<file path="src/hw/rtl/pvkf_pkg.sv">
`default_nettype none
package pvkf_pkg;

    // configuration port
    localparam int CFG_IDX_W  = 1;
    localparam int CFG_DATA_W = 32;
    localparam logic [CFG_IDX_W-1:0] CFG_ACCEL_VAR = 1'd0;
    localparam logic [CFG_IDX_W-1:0] CFG_POS_VAR   = 1'd1;
    localparam logic [CFG_DATA_W-1:0] CFG_VAR_RESET = 32'h0001_0000;

    // result status codes
    localparam logic [1:0] ST_UPDATED = 2'd0;
    localparam logic [1:0] ST_INIT    = 2'd1;
    localparam logic [1:0] ST_SAT     = 2'd2;
    localparam logic [1:0] ST_ZERO    = 2'd3;

    // microprogram layout
    localparam int PC_W = 6;
    localparam logic [PC_W-1:0] PC_INIT    = 6'd0;
    localparam logic [PC_W-1:0] PC_UPD     = 6'd8;
    localparam logic [PC_W-1:0] PC_OUT_UPD = 6'd52;
    localparam logic [PC_W-1:0] PC_LAST    = 6'd53;

    typedef enum logic [3:0] {
        OP_CLR, OP_CVT, OP_ADD, OP_SUB, OP_MUL, OP_DIV, OP_OUT, OP_BRZ, OP_END
    } t_op;

    // scratch register file entries
    typedef enum logic [4:0] {
        R_POS, R_VEL, R_PP, R_PV, R_VP, R_VV, R_DT, R_DT2, R_DT3, R_DT4,
        R_A, R_AV, R_PVAR, R_MP, R_INC, R_S, R_K1, R_K2, R_DP, R_T0, R_T1
    } t_reg;

    // conversion sources (input/config -> state format)
    typedef enum logic [2:0] {
        CV_MP, CV_DT, CV_AV, CV_PV, CV_A
    } t_cvt;

    typedef struct packed {
        t_op        op;
        t_reg       dst;
        t_reg       sa;
        t_reg       sb;
        t_cvt       cvt;
        logic [1:0] extra;   // extra right shift of a product
        logic       setz;    // record zero flag of the result
        logic       ovf_en;  // saturation of a conversion counts toward status
    } t_uop;

    typedef struct packed {
        logic start;
        t_uop uop;
    } t_dp_cmd;

    typedef struct packed {
        logic done;
        logic zero;
        logic initialized;
    } t_dp_stat;

    typedef enum logic [1:0] {C_IDLE, C_ISSUE, C_WAIT} t_ctl_state;

    typedef enum logic [2:0] {DP_IDLE, DP_EXEC, DP_MUL, DP_DIV, DP_SAT} t_dp_phase;

    function automatic t_uop mk(input t_op op, input t_reg d, input t_reg a, input t_reg b,
                                input t_cvt c, input logic [1:0] x, input logic z,
                                input logic ov);
        t_uop u;
        u.op     = op;
        u.dst    = d;
        u.sa     = a;
        u.sb     = b;
        u.cvt    = c;
        u.extra  = x;
        u.setz   = z;
        u.ovf_en = ov;
        return u;
    endfunction

    function automatic t_uop alu(input t_op op, input t_reg d, input t_reg a, input t_reg b,
                                 input logic [1:0] x);
        return mk(op, d, a, b, CV_MP, x, 1'b0, 1'b1);
    endfunction

    function automatic t_uop uop_rom(input logic [PC_W-1:0] pc);
        t_uop u;
        u = mk(OP_END, R_T0, R_T0, R_T0, CV_MP, 2'd0, 1'b0, 1'b0);
        unique case (pc)
            // initialization
            6'd0:  u = mk(OP_CVT, R_POS, R_T0, R_T0, CV_MP, 2'd0, 1'b0, 1'b0);
            6'd1:  u = alu(OP_CLR, R_VEL, R_T0, R_T0, 2'd0);
            6'd2:  u = alu(OP_CLR, R_PP, R_T0, R_T0, 2'd0);
            6'd3:  u = alu(OP_CLR, R_PV, R_T0, R_T0, 2'd0);
            6'd4:  u = alu(OP_CLR, R_VP, R_T0, R_T0, 2'd0);
            6'd5:  u = alu(OP_CLR, R_VV, R_T0, R_T0, 2'd0);
            6'd6:  u = mk(OP_OUT, R_T0, R_POS, R_VEL, CV_MP, 2'd0, 1'b0, 1'b0);
            6'd7:  u = mk(OP_END, R_T0, R_T0, R_T0, CV_MP, 2'd0, 1'b0, 1'b0);
            // update: operand conversion
            6'd8:  u = mk(OP_CVT, R_MP, R_T0, R_T0, CV_MP, 2'd0, 1'b0, 1'b0);
            6'd9:  u = mk(OP_CVT, R_DT, R_T0, R_T0, CV_DT, 2'd0, 1'b0, 1'b1);
            6'd10: u = mk(OP_CVT, R_AV, R_T0, R_T0, CV_AV, 2'd0, 1'b0, 1'b1);
            6'd11: u = mk(OP_CVT, R_PVAR, R_T0, R_T0, CV_PV, 2'd0, 1'b0, 1'b1);
            6'd12: u = mk(OP_CVT, R_A, R_T0, R_T0, CV_A, 2'd0, 1'b0, 1'b1);
            // powers of dt
            6'd13: u = alu(OP_MUL, R_DT2, R_DT, R_DT, 2'd0);
            6'd14: u = alu(OP_MUL, R_DT3, R_DT2, R_DT, 2'd0);
            6'd15: u = alu(OP_MUL, R_DT4, R_DT3, R_DT, 2'd0);
            // state prediction
            6'd16: u = alu(OP_MUL, R_T0, R_DT, R_VEL, 2'd0);
            6'd17: u = alu(OP_MUL, R_T1, R_DT2, R_A, 2'd1);
            6'd18: u = alu(OP_ADD, R_T0, R_T0, R_T1, 2'd0);
            6'd19: u = alu(OP_ADD, R_POS, R_POS, R_T0, 2'd0);
            6'd20: u = alu(OP_MUL, R_T0, R_DT, R_A, 2'd0);
            6'd21: u = alu(OP_ADD, R_VEL, R_VEL, R_T0, 2'd0);
            // covariance prediction
            6'd22: u = alu(OP_MUL, R_T0, R_DT, R_VV, 2'd0);
            6'd23: u = alu(OP_MUL, R_T1, R_DT3, R_AV, 2'd1);
            6'd24: u = alu(OP_ADD, R_INC, R_T0, R_T1, 2'd0);
            6'd25: u = alu(OP_ADD, R_T0, R_PV, R_VP, 2'd0);
            6'd26: u = alu(OP_ADD, R_T0, R_T0, R_INC, 2'd0);
            6'd27: u = alu(OP_MUL, R_T0, R_DT, R_T0, 2'd0);
            6'd28: u = alu(OP_ADD, R_T0, R_PP, R_T0, 2'd0);
            6'd29: u = alu(OP_MUL, R_T1, R_DT4, R_AV, 2'd2);
            6'd30: u = alu(OP_SUB, R_PP, R_T0, R_T1, 2'd0);
            6'd31: u = alu(OP_ADD, R_VP, R_VP, R_INC, 2'd0);
            6'd32: u = alu(OP_ADD, R_PV, R_PV, R_INC, 2'd0);
            6'd33: u = alu(OP_MUL, R_T0, R_DT2, R_AV, 2'd0);
            6'd34: u = alu(OP_ADD, R_VV, R_VV, R_T0, 2'd0);
            // innovation variance, skip correction when zero
            6'd35: u = mk(OP_ADD, R_S, R_PP, R_PVAR, CV_MP, 2'd0, 1'b1, 1'b1);
            6'd36: u = mk(OP_BRZ, R_T0, R_T0, R_T0, CV_MP, 2'd0, 1'b0, 1'b0);
            // gains and correction
            6'd37: u = alu(OP_DIV, R_K1, R_PP, R_S, 2'd0);
            6'd38: u = alu(OP_DIV, R_K2, R_PV, R_S, 2'd0);
            6'd39: u = alu(OP_SUB, R_DP, R_MP, R_POS, 2'd0);
            6'd40: u = alu(OP_MUL, R_T0, R_K1, R_DP, 2'd0);
            6'd41: u = alu(OP_ADD, R_POS, R_POS, R_T0, 2'd0);
            6'd42: u = alu(OP_MUL, R_T0, R_K2, R_DP, 2'd0);
            6'd43: u = alu(OP_ADD, R_VEL, R_VEL, R_T0, 2'd0);
            6'd44: u = alu(OP_MUL, R_T0, R_K2, R_VP, 2'd0);
            6'd45: u = alu(OP_SUB, R_VV, R_VV, R_T0, 2'd0);
            6'd46: u = alu(OP_MUL, R_T0, R_K2, R_PP, 2'd0);
            6'd47: u = alu(OP_SUB, R_PV, R_PV, R_T0, 2'd0);
            6'd48: u = alu(OP_MUL, R_T0, R_K1, R_VP, 2'd0);
            6'd49: u = alu(OP_SUB, R_VP, R_VP, R_T0, 2'd0);
            6'd50: u = alu(OP_MUL, R_T0, R_K1, R_PP, 2'd0);
            6'd51: u = alu(OP_SUB, R_PP, R_PP, R_T0, 2'd0);
            6'd52: u = mk(OP_OUT, R_T0, R_POS, R_VEL, CV_MP, 2'd0, 1'b0, 1'b0);
            default: u = mk(OP_END, R_T0, R_T0, R_T0, CV_MP, 2'd0, 1'b0, 1'b0);
        endcase
        return u;
    endfunction

endpackage
`default_nettype wire

</file>
<file path="src/hw/rtl/pvkf_ctrl.sv">
`default_nettype none
module pvkf_ctrl import pvkf_pkg::*; (
    input  wire logic     i_clk,
    input  wire logic     i_rst_n,
    input  wire logic     i_s_tvalid,
    input  wire logic     i_restart,
    output logic          o_s_tready,
    input  wire t_dp_stat i_stat,
    output t_dp_cmd       o_cmd
);

    t_ctl_state       r_state, n_state;
    logic [PC_W-1:0]  r_pc, n_pc;
    t_uop             uop;

    assign uop = uop_rom(r_pc);

    always_ff @(posedge i_clk) begin
        if (!i_rst_n) begin
            r_state <= C_IDLE;
            r_pc    <= PC_INIT;
        end else begin
            r_state <= n_state;
            r_pc    <= n_pc;
        end
    end

    // next state
    always_comb begin
        n_state = r_state;
        n_pc    = r_pc;
        unique case (r_state)
            C_IDLE: begin
                if (i_s_tvalid) begin
                    n_state = C_ISSUE;
                    n_pc    = (i_restart || !i_stat.initialized) ? PC_INIT : PC_UPD;
                end
            end
            C_ISSUE: begin
                unique case (uop.op)
                    OP_END: n_state = C_IDLE;
                    OP_BRZ: n_pc = i_stat.zero ? PC_OUT_UPD : r_pc + 6'd1;
                    default: n_state = C_WAIT;
                endcase
            end
            C_WAIT: begin
                if (i_stat.done) begin
                    n_state = C_ISSUE;
                    n_pc    = r_pc + 6'd1;
                end
            end
            default: n_state = C_IDLE;
        endcase
    end

    // outputs
    always_comb begin
        o_s_tready  = (r_state == C_IDLE);
        o_cmd.uop   = uop;
        o_cmd.start = (r_state == C_ISSUE) && (uop.op != OP_END) && (uop.op != OP_BRZ);
    end

    a_done_in_wait: assert property (@(posedge i_clk) disable iff (!i_rst_n)
        i_stat.done |-> r_state == C_WAIT)
        else $error("datapath done outside wait");
    a_accept_issue: assert property (@(posedge i_clk) disable iff (!i_rst_n)
        (i_s_tvalid && o_s_tready) |=> (r_state == C_ISSUE &&
                                        (r_pc == PC_INIT || r_pc == PC_UPD)))
        else $error("accepted item did not start a program");
    a_pc_range: assert property (@(posedge i_clk) disable iff (!i_rst_n)
        r_state != C_IDLE |-> r_pc <= PC_LAST)
        else $error("pc ran past program");

endmodule
`default_nettype wire

</file>
<file path="config.mk">
export PLATFORM = sky130hd
export DESIGN_NAME = pvkf_ctrl
export DESIGN_NICKNAME = d
export VERILOG_FILES = /design/src/hw/rtl/pvkf_pkg.sv /design/src/hw/rtl/pvkf_ctrl.sv
export SDC_FILE = /design/constraint.sdc
export NUM_CORES = 1
export LEC_CHECK = 0
export BUFFER_PORTS_ARGS = -buffer_cell sky130_fd_sc_hd__buf_2
export CAP_MARGIN = 40
export CELL_PAD_IN_SITES_DETAIL_PLACEMENT = 0
export CELL_PAD_IN_SITES_GLOBAL_PLACEMENT = 1
export CORE_MARGIN = 2
export CORE_UTILIZATION = 39
export DETAILED_ROUTE_END_ITERATION = 12
export GPL_ROUTABILITY_DRIVEN = 0
export GPL_TIMING_DRIVEN = 0
export PLACE_DENSITY_LB_ADDON = 0.08
export SKIP_CTS_REPAIR_TIMING = 1
export SYNTH_ARGS = -nofsm -noshare
export SYNTH_HDL_FRONTEND = slang
export SYNTH_SLANG_ARGS = --single-unit
</file>
<file path="constraint.sdc">
create_clock -name i_clk -period 8.55 [get_ports i_clk]
set_clock_uncertainty 0.15 [all_clocks]
set_input_delay 0.855 -clock i_clk [delete_from_list [all_inputs] [get_ports i_clk]]
set_output_delay 0.855 -clock i_clk [all_outputs]
set_load 0.01 [all_outputs]
</file>
[After elaboration in Yosys (flattened, before gate mapping)]
Memory sizes are Yosys's and may differ from the RTL's. A register that Yosys moved wholly into a read port is not among the register bits.
Cells that the tools add are included.
Operators by class
  add/sub/neg operators: 1
  eq/ne operators: 10
  muxes and demuxes: 12
  reductions and logical operators: 8
Operators by type and width (count)
  $mux W6: 6
  $pmux W6 S3: 1
  $add A6 B1 Y6 const B: 1
  $ne A2 B2 Y1 const B: 3
  $pmux W2 S3: 1
  $eq A4 B3 Y1 const B: 1
  $eq A4 B4 Y1 const B: 1
  $mux W2: 2
  $mux W4: 1
  $ne A4 B3 Y1 const B: 1
  $ne A4 B4 Y1 const B: 1
  $pmux W2 S2: 1
  $reduce_and A4 Y1: 1
  $reduce_and A3 Y1: 1
  $reduce_bool A3 Y1: 1
  $eq A2 B1 Y1 const B: 1
  $eq A2 B2 Y1 const B: 1
  $logic_and A1 B1 Y1: 2
  $logic_not A2 Y1: 1
  $ne A2 B1 Y1 const B: 1
  $logic_not A1 Y1: 1
  $logic_or A1 B1 Y1: 1
Word-level totals
  register bits: 8
  memory bits (read-only): 1664
  input port bits: 7
  output and inout bits: 28
  word-level logic and storage cells: 34
  memories: 1
Memory list
  (name not given): words 64, bits a word 26, rd ports 1, clocked after memory_dff 1, wr ports 0, line pvkf_pkg.sv:88  | unique case (pc)

[Longest topological paths before layout]
  depth in word-level cells: 7
  mapped depth: 15
  mapped depth without buffers: 11

[Least setup slack after synthesis]
Ideal clock, no wire load.
  path kind: input port to flip-flop
  start point: input port i_stat[2] (netlist name)
  end point: register, netlist name uop[22]
  setup time: 95 ps
  arrival: 3012 ps
  required time: 8305 ps
  setup slack: 5293 ps
  stages on the path: 10
  path buffers: 1
  cells stage by stage: and2b_1 > a2111oi_4 > mux2_4 > nand2_1 > buf_4 > ha_1 > a21oi_1 > a311o_1 > o21bai_1 > o311ai_1
Between the ends
  longest elaborated chain between the ends: 4
Ends and longest elaborated chain
  start: declaration: line pvkf_ctrl.sv:8  | input wire t_dp_stat i_stat,
  $ne A2 B2 Y1 (no line)
  $reduce_and A4 Y1 (no line)
  $mux W6 (no line) (2 in series)
Every way passes these cells.
A chain may end at the register's enable or synchronous reset.

[Final worst setup path]
  start point: register r_state[0]
  end point: register, netlist name uop[22]
Between the ends
  longest elaborated chain between the ends: 5
  elaborated cells between the ends (all ways): 11
  those cells by class: eq/ne (5); mux (3); reduce/logical (3)
Ends and longest elaborated chain
  start: declaration: line pvkf_ctrl.sv:12  | t_ctl_state r_state, n_state;
  start signal: assignment: line pvkf_ctrl.sv:23  | r_state <= n_state;
  $eq A2 B1 Y1 (tied with other cells): line pvkf_ctrl.sv:32  | unique case (r_state)
  $ne A2 B1 Y1 (no line) (tied with other cells)
  $reduce_and A4 Y1 (no line)
  $mux W6 (no line) (*) (2 in series)
Mark *: on every way between the ends. The rest lies on a longest branch, timed or not.

==> impl_metrics.tcl <==
set metrics [dict create \
    status "completed" \
    grt_pass1_vias 2704 \
    drtIter0Drc 602 \
    overflow 0 \
    use_met2 0.349 \
    die_w_um 85.2 \
    start_util 0.405 \
    crit_buf_inv 3 \
    die_area_mm2 0.00726 \
    syn_area_mm2 0.00257 \
    place.port_buffers 34 \
    grt_use_met3 0.0710 \
    period_share 0.458 \
    holdPathStages 2 \
    antenna_cells 0 \
    timing.final.ws_setup_ps 4630 \
    synthTopCellsByArea "dfxtp_1, a21oi_1, nand2_1" \
    ios 35 \
    synth-compound-area-share 0.359 \
    grtUsageMet1 0.359 \
    setup_violations 0 \
    dp_slack_ps 4620 \
    min_path_type "reg2reg" \
    synthSimpleGateAreaFrac 0.215 \
    core_mm2 0.00635 \
    cpPeakStageDelay_ps 580 \
    synth_top_area_cell "dfxtp_1" \
    design_area_mm2 0.00296 \
    tritoncts "built" \
    drv_slew 0 \
    rsz0062_at_grt "no" \
    clock-sinks 34 \
    drc 0 \
    synth_fa_ha_area_frac 0.0428 \
    path_max_fanout 11 \
    final_cells 457 \
    cts.root.buffer_cell "clkbuf_8" \
    tightest_slew_ps 713 \
    cpMostUsedCell "ha_1" \
    arrival_ps 3940 \
    numCtsBuffers 5 \
    max_slew_margin 0.518 \
    htree_levels 2 \
    synth_xor_area_frac 0.0102 \
    max_freq_ghz 0.255 \
    cp.depth 11 \
    postPlaceCellArea_mm2 0.00285 \
    syn-num-nets 352 \
    wl_per_cell_um 20.0 \
    cts_buffer_depth 2 \
    clkLatencyLatePin_ps 310 \
    antenna_found_initial 0 \
    synthCells 337 \
    n_fill_cell 649 \
    drive_gt1_frac 0.208 \
    yosysMostFrequentCell "nand2_1" \
    crit_required_ps 8580 \
    vdd.ir_drop.worst_v 0.000124 \
    ant_nets 0 \
    fp-row-count 29 \
    crit_family "compound AO/OA/AOI/OAI gates" \
    ys_warn_count 0 \
    grt_usage 0.252 \
    yosys-top-cells-count "nand2_1, a21oi_1, dfxtp_1" \
    hold_ws_ps 487 \
    cp_cell_sequence "inv_1 > ha_1 > and2b_1 > a2111oi_4 > mux2_4 > nand2_1 > clkinv_1 > buf_2 > ha_1 > o21bai_1 > o311ai_1" \
    viasPerCell 6.65 \
    ys_seq_area_frac 0.265 \
    drtPass1Iterations 9 \
    syn_to_final_growth_pct 15.1 \
    grt_pass1_wl_mm 14.5 \
    routed_wl_mm 9.13 \
    dp.final_hpwl_mm 6.43 \
    critical_path_class "reg2reg" \
    synthArstFlopShare 0 \
    ys_ff_latch 34 \
    yosysTopAreaCellShare 0.265 \
    placed_cells 449 \
    p_per_area_mw_per_mm2 216 \
    clk_pin_slew_ps 80 \
    hold_viol 0 \
    synth_cell_type_count 71 \
    leakage_nw 1.21 \
    muxShareOfSynthArea 0.0311 \
    synth_area_per_cell_um2 7.63 \
    cp-start-kind "register" \
    synth_top_family_by_area "compound AO/OA/AOI/OAI gates" \
    endpoint_kind "register" \
    grt_max_degree 13 \
    synth_edf_count 0 \
    max-cap-violations 0 \
    vias 3039 \
    reg2reg_depth 11 \
    setup_tns_ps 0 \
    busiest_layer "met1" \
    final_nets 394 \
    die_h_um 85.2 \
    synth_top_flop_cell "dfxtp_1" \
    period_needed_ps 3920 \
    cp_slowest_cell "a2111oi_4" \
]
[routing by layer]
layer	vias up	wire [um]
met5	-	0
met4	0	599
met3	88	1260
met2	239	3590
met1	1365	3680
li1	1347	-
[cell usage in the layout (no fill, tap or decap), types with 3 or more instances in the layout]
cell type	count
a21oi_1	34
a22o_1	5
a22oi_1	3
a31oi_1	12
buf_2	46
buf_4	4
clkbuf_1	7
clkbuf_8	5
dfxtp_1	34
ha_1	8
inv_1	9
nand2_1	35
nand3_1	14
nand4_1	3
nor2_1	31
nor2_2	3
nor3_1	10
o211ai_1	7
o21a_1	4
o21ai_0	24
o22ai_1	6
o31ai_1	4
xnor2_1	3
[worst paths after layout]
path                                         startpoint                    to  slack [ps]
worst min register to register     r_pc[0]$_SDFFE_PN0N_  r_pc[0]$_SDFFE_PN0N_         490
worst max-delay path            r_state[0]$_SDFFE_PN0P_       uop[22]$_DFF_P_        4630
worst min-delay path               r_pc[0]$_SDFFE_PN0N_  r_pc[0]$_SDFFE_PN0N_         490
worst max register to register  r_state[0]$_SDFFE_PN0P_       uop[22]$_DFF_P_        4630
[sequential cells by signal (all words and copies together) (netlist names)]
name / cells
uop: 26
r_pc: 6
r_state: 2
[through the flow]
stage	total power, mW	utilization
floorplan	0.401	-
global placement	0.479	0.447
detailed placement	0.475	0.448
CTS	0.627	0.466
global route	0.670	0.466
finish	0.639	0.466
[tightest hold or removal path: stages, from the launching register on]
cell     delay [ps]
dfxtp_1         370
nand2_1         140
mux2i_1          80
[kinds of logic after synthesis]
logic type                 count (synthesis)
xor gates and xnor gates                   3
DFF                                       34
and+or+nand+nor                          114
AOI/OAI and AO/OA                        133
adders and majority gates                  9
buffers and inverters                     39
muxes                                      5
[where the power goes]
part / internal (mW) / switching [mW] / total [mW] / leakage, nW
clock: 0.0867 / 0.0690 / 0.156 / 0.0504
sequential: 0.173 / 0.00803 / 0.181 / 0.275
combinational: 0.107 / 0.195 / 0.302 / 0.889
[final cells by class]
type,instances,area [um^2],share of cell area
Timing Repair Buffer,35,178,0.0600
Inverter,14,65.1,0.0220
Multi-Input combinational cell,264,1690,0.571
Buffer,25,135,0.0457
Clock buffer,5,68.8,0.0233
Clock inverter,3,45.0,0.0152
Tap cell,77,96.3,0.0326
Sequential cell,34,681,0.230
Note: power is estimated with default switching activity, not from simulation.
